`config.mk`:
```
export PLATFORM = sky130hd
export DESIGN_NAME = fsmap_ctrl
export DESIGN_NICKNAME = d
export VERILOG_FILES = /design/src/fsmap_pkg.sv /design/src/fsmap_ctrl.sv
export SDC_FILE = /design/constraint.sdc
export NUM_CORES = 1
export LEC_CHECK = 0
export ABC_AREA = 0
export BUFFER_PORTS_ARGS = -buffer_cell sky130_fd_sc_hd__buf_2
export CAP_MARGIN = 40
export CORE_AREA = 3 3 40 42
export CTS_BUF_LIST = sky130_fd_sc_hd__clkbuf_8 sky130_fd_sc_hd__clkbuf_16
export CTS_CLUSTER_SIZE = 28
export DETAILED_ROUTE_END_ITERATION = 10
export DIE_AREA = 0 0 43 45
export PLACE_DENSITY_LB_ADDON = 0.05
export SYNTH_ARGS = -nofsm -noshare
export SYNTH_HDL_FRONTEND = slang
export SYNTH_SLANG_ARGS = --single-unit
```
`constraint.sdc`:
```
create_clock -name i_clk -period 3 [get_ports i_clk]
set_input_delay 0.6 -clock i_clk [delete_from_list [all_inputs] [get_ports i_clk]]
set_output_delay 0.6 -clock i_clk [all_outputs]
set_load 0.05 [all_outputs]
```
`src/fsmap_pkg.sv`:
```
// shared types and constants for the free space map
`default_nettype none
package fsmap_pkg;

    localparam logic FUNC_UPDATE = 1'b0;
    localparam logic FUNC_QUERY  = 1'b1;

    typedef enum logic [1:0] {
        ST_OK    = 2'd0,
        ST_NONE  = 2'd1,
        ST_RANGE = 2'd2
    } t_status;

    typedef struct packed {
        logic        func;
        logic [9:0]  page_number;
        logic [12:0] amount;
    } t_in_item;

    typedef struct packed {
        t_status    status;
        logic [9:0] found_page;
    } t_out_item;

    typedef struct packed {
        logic    load;
        logic    div_step;
        logic    wr_entry;
        logic    scan_start;
        logic    scan_step;
        logic    clr_step;
        logic    finish;
        t_status fin_status;
    } t_cmd;

    typedef struct packed {
        logic range_err;
        logic is_query;
        logic scan_hit;
        logic scan_zero;
        logic scan_end;
        logic clr_last;
        logic out_free;
    } t_sts;

endpackage
`default_nettype wire

```
`src/fsmap_ctrl.sv`:
```
// controller state machine: clear sweep, divide, scan and result sequencing
`default_nettype none
module fsmap_ctrl
    import fsmap_pkg::*;
(
    input  wire logic i_clk,
    input  wire logic i_rst_n,
    input  wire logic i_in_valid,
    output logic      o_in_ready,
    input  wire t_sts i_sts,
    output t_cmd      o_cmd
);

    typedef enum logic [4:0] {
        S_CLEAR = 5'b00001,
        S_IDLE  = 5'b00010,
        S_DIV   = 5'b00100,
        S_SCAN  = 5'b01000,
        S_DONE  = 5'b10000
    } t_state;

    t_state  r_state;
    t_state  n_state;
    t_status r_fin_status;
    t_status n_fin_status;

    always_comb begin
        n_state          = r_state;
        n_fin_status     = r_fin_status;
        o_cmd            = '0;
        o_cmd.fin_status = r_fin_status;
        unique case (r_state)
            S_CLEAR: begin
                o_cmd.clr_step = 1'b1;
                if (i_sts.clr_last) begin
                    n_state = S_IDLE;
                end
            end
            S_IDLE: begin
                if (i_in_valid) begin
                    o_cmd.load = 1'b1;
                    if (i_sts.range_err) begin
                        n_fin_status = ST_RANGE;
                        n_state      = S_DONE;
                    end else begin
                        n_state = S_DIV;
                    end
                end
            end
            S_DIV: begin
                o_cmd.div_step = 1'b1;
                if (i_sts.is_query) begin
                    o_cmd.scan_start = 1'b1;
                    n_state          = S_SCAN;
                end else begin
                    n_fin_status = ST_OK;
                    n_state      = S_DONE;
                end
            end
            S_SCAN: begin
                priority if (i_sts.scan_zero) begin
                    n_fin_status = ST_NONE;
                    n_state      = S_DONE;
                end else if (i_sts.scan_hit) begin
                    n_fin_status = ST_OK;
                    n_state      = S_DONE;
                end else if (i_sts.scan_end) begin
                    n_fin_status = ST_NONE;
                    n_state      = S_DONE;
                end else begin
                    o_cmd.scan_step = 1'b1;
                end
            end
            S_DONE: begin
                if (i_sts.out_free) begin
                    o_cmd.finish   = 1'b1;
                    o_cmd.wr_entry = (r_fin_status == ST_OK) && !i_sts.is_query;
                    n_state        = S_IDLE;
                end
            end
            default: begin
                n_state = S_IDLE;
            end
        endcase
    end

    always_ff @(posedge i_clk) begin
        if (!i_rst_n) begin
            r_state      <= S_CLEAR;
            r_fin_status <= ST_OK;
        end else begin
            r_state      <= n_state;
            r_fin_status <= n_fin_status;
        end
    end

    assign o_in_ready = (r_state == S_IDLE);

endmodule
`default_nettype wire

```
==> results of run 1 <==
## sequential cells by signal, summed over array words and instances, names as in the netlist
| signal | cells |
|---|---|
| r_state | 5 |
| r_fin_status | 2 |
## kinds of logic after synthesis
kind of cell | share of synthesized area [%]
simple gates | 38.11
mux | 2.292
compound gates | 22.92
flops | 32.09
xor+xnor | 2.006
buf+inv | 2.579
## routing by layer
layer,up-vias,wire (microns)
met1,179,574
met3,0,104
met5,-,0
met2,17,438
met4,0,0
li1,229,-
## layout make-up
cell class	count	area share, %
clock inverters	1	0.6276
clock buffers	3	6.904
inverters	2	1.255
repair buffers	19	15.90
flip-flops and latches	7	23.43
multi-input cells	37	48.74
well taps	15	3.138
## synthesized netlist by cell type
master | number | area [sq um]
mux2i_1 | 1 | 10.01
o211ai_2 | 1 | 12.51
or2_2 | 1 | 6.260
and4b_2 | 1 | 11.26
nand2_1 | 3 | 11.26
xor2_1 | 1 | 8.760
nand3_1 | 1 | 5.000
a211o_1 | 1 | 8.760
nand2b_1 | 2 | 12.51
o2111ai_1 | 1 | 8.760
o221a_1 | 1 | 11.26
nor2_1 | 3 | 11.26
nor3_1 | 1 | 5.000
dfxtp_1 | 7 | 140.1
o21ai_0 | 1 | 5.000
inv_1 | 2 | 7.510
and3_1 | 2 | 12.51
and4b_1 | 2 | 20.02
clkbuf_1 | 1 | 3.750
a2111oi_4 | 1 | 27.53
o221a_2 | 1 | 11.26
nor2b_1 | 1 | 6.260
nor4_1 | 4 | 25.02
and2_1 | 2 | 12.51
o21a_1 | 2 | 15.01
and3b_2 | 1 | 10.01
nor4b_1 | 2 | 17.52
## final timing paths
check	endpoint	slack (ps)	cells past startpoint	startpoint
setup / recovery	o_cmd[5]	750	3	r_state[1]
hold reg to reg	r_fin_status[0]	480	2	r_fin_status[0]
setup reg to reg	r_fin_status[1]	1400	4	r_state[1]
hold / removal	r_fin_status[0]	480	2	r_fin_status[0]
## where the power goes
group	leakage [nW]	switching, mW	internal (mW)
clock network	0.0269	0.0423	0.0886
registers	0.0574	0.00899	0.0994
logic	0.212	0.0438	0.0255
## tightest hold or removal path, stage by stage, from the launching register on
cell and delay (ps):
dfxtp_1 310, nand2_1 60, mux2i_1 50
==> flow_metrics.tcl, run 1 <==
set metrics [dict create \
    status "complete, no violations" \
    setup_viol 0 \
    met1_usage_pct 16.67 \
    dp_hpwl_microns 851 \
    clk_path_buf_depth 2 \
    first_global_vias 369 \
    finalNetCount 80 \
    fmax_mhz 443.8 \
    gp_congestion 0.7410 \
    start_kind "flip-flop" \
    layout.cells.most_common_list "19 x buf_2, 7 x dfxtp_1, 4 x nor4_1" \
    synth_area_sq_um 436.7 \
    slew_headroom_pct 72.69 \
    cts_setup_buffers 0 \
    cpPeakStageDelay_ps 400 \
    yosysWarnings 0 \
    crit_path_end_kind "output pin" \
    critPathKind "flip-flop to output pin" \
    clkTransAtPathRegs_ps 40 \
    drive_gt1_share_pct 42.03 \
    portBuffers 19 \
    die_x_microns 43 \
    syn_nets 57 \
    antenna_found_initial 0 \
    met3_usage_pct 6.375 \
    cts_buffers 3 \
    grt_pass1_wl_microns 1676 \
    cpMaxStageDelayCell "nor3_1" \
    dp_cells 80 \
    final-max-slew-violation-count 0 \
    hold_path_class "flip-flop to flip-flop" \
    cpLargestDelayFamily "simple AND/OR/NAND/NOR gates" \
    overflow 0 \
    routed_wl_microns 1117 \
    fin_ws_ps 746.8 \
    ant_nets 0 \
    fin_skew_ps 0.3794 \
    required_ps 2400 \
    die_height_microns 45 \
    stdcell_area_sq_um 598.1 \
    ys_seq_area_share_pct 32.09 \
    final-seq-area_sq_um 140.1 \
    core_sq_um 1285 \
    cp.arrival_ps 1650 \
    powerDensity_nw_per_um2 515.8 \
    fillers 144 \
    gr-usage-met2_pct 16.47 \
    cts_resized 0 \
    initial_core_util_pct 33.98 \
    cts_tree "yes" \
    wl_per_cell_microns 13.30 \
    vias 425 \
    htree_levels 1 \
    p_leak_nw 0.2960 \
    multi_input_area_sq_um 291.5 \
    fp.dieArea_sq_um 1935 \
    drt_iter0_drc 3 \
    ys_types 27 \
    route.detailed.drc 0 \
    clk_latency_ps 230 \
    hold_buffers 0 \
    place_ws_ps 768.5 \
    areaGrowthSynthToFinish_pct 36.96 \
    tightest_slew_ps 409.7 \
    critPathMaxFanout 8 \
    final_common_cell "buf_2" \
    io_pins 20 \
    diodes 0 \
    fin_crit_ps 2253 \
    rsz0062_at_grt "false" \
    first_pass_iters 4 \
    period_share_pct 75.11 \
    syn_avg_cell_area_sq_um 9.291 \
    ys_ff_latch 7 \
    synth_cells 47 \
    dpl-instance-area_sq_um 553.0 \
    grt_max_degree 9 \
    post-route-util_pct 46.54 \
    hold_slack_ps 477.7 \
    cap_violations 0 \
    path_cells "nor3_1, and4b_2, buf_2" \
    final_cells 84 \
    vdd_drop_max_v 0.0003845 \
    power_uw 308.5 \
    clock-root-buffer "clkbuf_8" \
    busiest_layer "met1" \
    tns_ps 0 \
    via_per_inst 5.060 \
    critPathBufInv 1 \
    grt_usage_pct 11.92 \
    cts.sinks 7 \
    rows 13 \
    hold_viol 0 \
]
Note: power is estimated with default switching activity, not from simulation.
==> inputs of run 2 (changes only) <==
- ABC_AREA: 0 -> 1
- clock period: 3 -> 1.8 ns (I/O delays scaled with it)
==> run 2 against run 1 <==
- setup slack got worse by 670 ps
- non-clock buffer count unchanged
- wire length about the same
- critical endpoint is now o_cmd[6]
- first-iteration DRC count rose to 3.0 times the previous value
- combinational power grew to 2.7 times the previous value
- cell count is 31% higher
- via count increased by 19%
- die area unchanged
==> flow_metrics.tcl, run 2 <==
set metrics [dict create \
    route.detailed.drc 0 \
    ys_seq_area_share_pct 29.71 \
    first_pass_iters 4 \
    grt_pass1_wl_microns 1911 \
    fin_crit_ps 1721 \
    finalNetCount 106 \
    powerDensity_nw_per_um2 909.0 \
    grt_usage_pct 13.59 \
    synth_common_cells "13 x inv_1, 13 x nor2_1, 9 x nand2_1" \
    cts_buffers 3 \
    core_sq_um 1285 \
    vias 505 \
    hold_viol 0 \
    path_common_cell "nor2_4" \
    crit_path_end_kind "output pin" \
    final_common_cell "buf_2" \
    yosys.area_share.adder_pct 0 \
    clock-root-buffer "clkbuf_8" \
    routed_wl_microns 1118 \
    die_x_microns 43 \
    synth-edff-count 0 \
    tns_ps 0 \
    hold_path_class "primary input to flip-flop" \
    gp_congestion 0.7813 \
    portBuffers 19 \
    rsz0062_at_grt "false" \
    layout.cells.most_common_list "17 x buf_2, 14 x inv_1, 12 x nor2_1, 9 x nand2_1, 7 x dfxtp_1" \
    overflow 0 \
    start_kind "flip-flop" \
    vdd_drop_max_v 0.0005426 \
    tightest_slew_ps 260.7 \
    initial_core_util_pct 36.71 \
    synth_flop_cell "dfxtp_1" \
    cap_violations 0 \
    wl_per_cell_microns 10.16 \
    clk_path_buf_depth 2 \
    antenna_found_initial 0 \
    hold_slack_ps 361.9 \
    path_cells "nor2_4, nand3_1, nor2_4, and3_2, clkbuf_4" \
    ys_ff_latch 7 \
    critPathMaxFanout 7 \
    drive_gt1_share_pct 36.84 \
    top_register "r_state" \
    io_pins 20 \
    cts_tree "yes" \
    syn_nets 82 \
    synth_top_cell_by_area "dfxtp_1" \
    cpPeakStageDelay_ps 340 \
    critPathKind "flip-flop to output pin" \
    async_reset_ff_share_pct 0 \
    largest_reg_flops 5 \
    slew_headroom_pct 82.74 \
    yosys.area_share.simple_pct 52.79 \
    htree_levels 1 \
    fillers 135 \
    cts.sinks 7 \
    synth_cells 72 \
    dp_hpwl_microns 948.4 \
    ys_types 16 \
    synth_xor_area_share_pct 0 \
    ant_nets 0 \
    final-max-slew-violation-count 0 \
    period_share_pct 95.61 \
    yosysTopAreaCellShare_pct 29.71 \
    first_global_vias 474 \
    rows 13 \
    cpMaxStageDelayCell "dfxtp_1" \
    via_per_inst 4.591 \
    fp.dieArea_sq_um 1935 \
    areaGrowthSynthToFinish_pct 36.60 \
    fin_skew_ps 1.047 \
    synth_compound_area_share_pct 6.366 \
    synth_top_family_by_area "simple AND/OR/NAND/NOR gates" \
    fmax_mhz 581.1 \
    setup_viol 0 \
    ys_top_cells_by_area "dfxtp_1 30%, inv_1 10%, nor2_1 10%" \
    drt_iter0_drc 9 \
    cts_setup_buffers 0 \
    critPathBufInv 1 \
    cpLargestDelayFamily "simple AND/OR/NAND/NOR gates" \
    diodes 0 \
    clk_latency_ps 220 \
    die_height_microns 45 \
    hold_buffers 0 \
    clkTransAtPathRegs_ps 40 \
    cp.arrival_ps 1360 \
    status "complete, no violations" \
    p_leak_nw 0.3651 \
    grt_max_degree 9 \
    yosysWarnings 0 \
    syn_avg_cell_area_sq_um 6.551 \
    synth_area_sq_um 471.7 \
    largestRegisters "r_state: 5 flops, r_fin_status: 2 flops" \
    muxShareOfSynthArea_pct 0 \
    required_ps 1440 \
]
-- run 2: logic make-up after synthesis --
logic type,after synthesis
buf+inv,14
simple gates,45
compound gates,6
flops,7
-- run 2: final cells by class --
class / instances / area [sq um] / area share [%]
Clock inverter: 1 / 3.754 / 0.5825
Clock buffer: 3 / 41.29 / 6.408
Multi-Input combinational cell: 51 / 287.8 / 44.66
Timing Repair Buffer: 19 / 100.1 / 15.53
Tap cell: 15 / 18.77 / 2.913
Sequential cell: 7 / 140.1 / 21.75
Inverter: 14 / 52.55 / 8.155
-- run 2: metal layers --
layer,routed length [microns],global-route usage (%),vias up
li1,-,-,277
met1,484,15.25,210
met2,536,22.16,16
met3,83,4.382,2
met4,14,9.036,0
met5,0,0,-
-- run 2: report_power, final --
group,internal (mW),switching (mW)
Clock,0.147,0.0598
Combinational,0.0564,0.134
Sequential,0.172,0.0171
Total,0.375,0.211
-- run 2: timing repair --
| item | 4_1_cts | 5_1_grt |
|---|---|---|
| endpoints found under the hold margin | 0 | 0 |
| setup endpoints to repair | 0 | 2 |
| gates resized for setup | 0 | 2 |
-- run 2: per-stage QoR --
| step | cells | total power [mW] | instance area [sq um] | setup slack (ps) | utilization [%] |
|---|---|---|---|---|---|
| after floorplan | 72 | 0.3388 | 480.5 | 121.7 | - |
| after global placement | 106 | 0.3845 | 594.3 | 305.4 | 46.25 |
| after detailed placement | 106 | 0.3829 | 594.3 | 276.0 | 46.25 |
| after CTS | 110 | 0.5962 | 639.4 | 32.35 | 49.76 |
| after global routing | 110 | 0.6278 | 644.4 | 14.84 | 50.15 |
| final | 110 | 0.5858 | 644.4 | 79.05 | 50.15 |
-- run 2: path summary, 6_finish.rpt --
| check | slack (ps) | endpoint | startpoint | cells past startpoint |
|---|---|---|---|---|
| setup / recovery | 80 | o_cmd[6] | r_state[3] | 5 |
| hold / removal | 360 | r_state[0] | i_rst_n | 2 |
| setup reg to reg | 550 | r_fin_status[1] | r_state[4] | 9 |
| hold reg to reg | 500 | r_fin_status[1] | r_fin_status[1] | 2 |
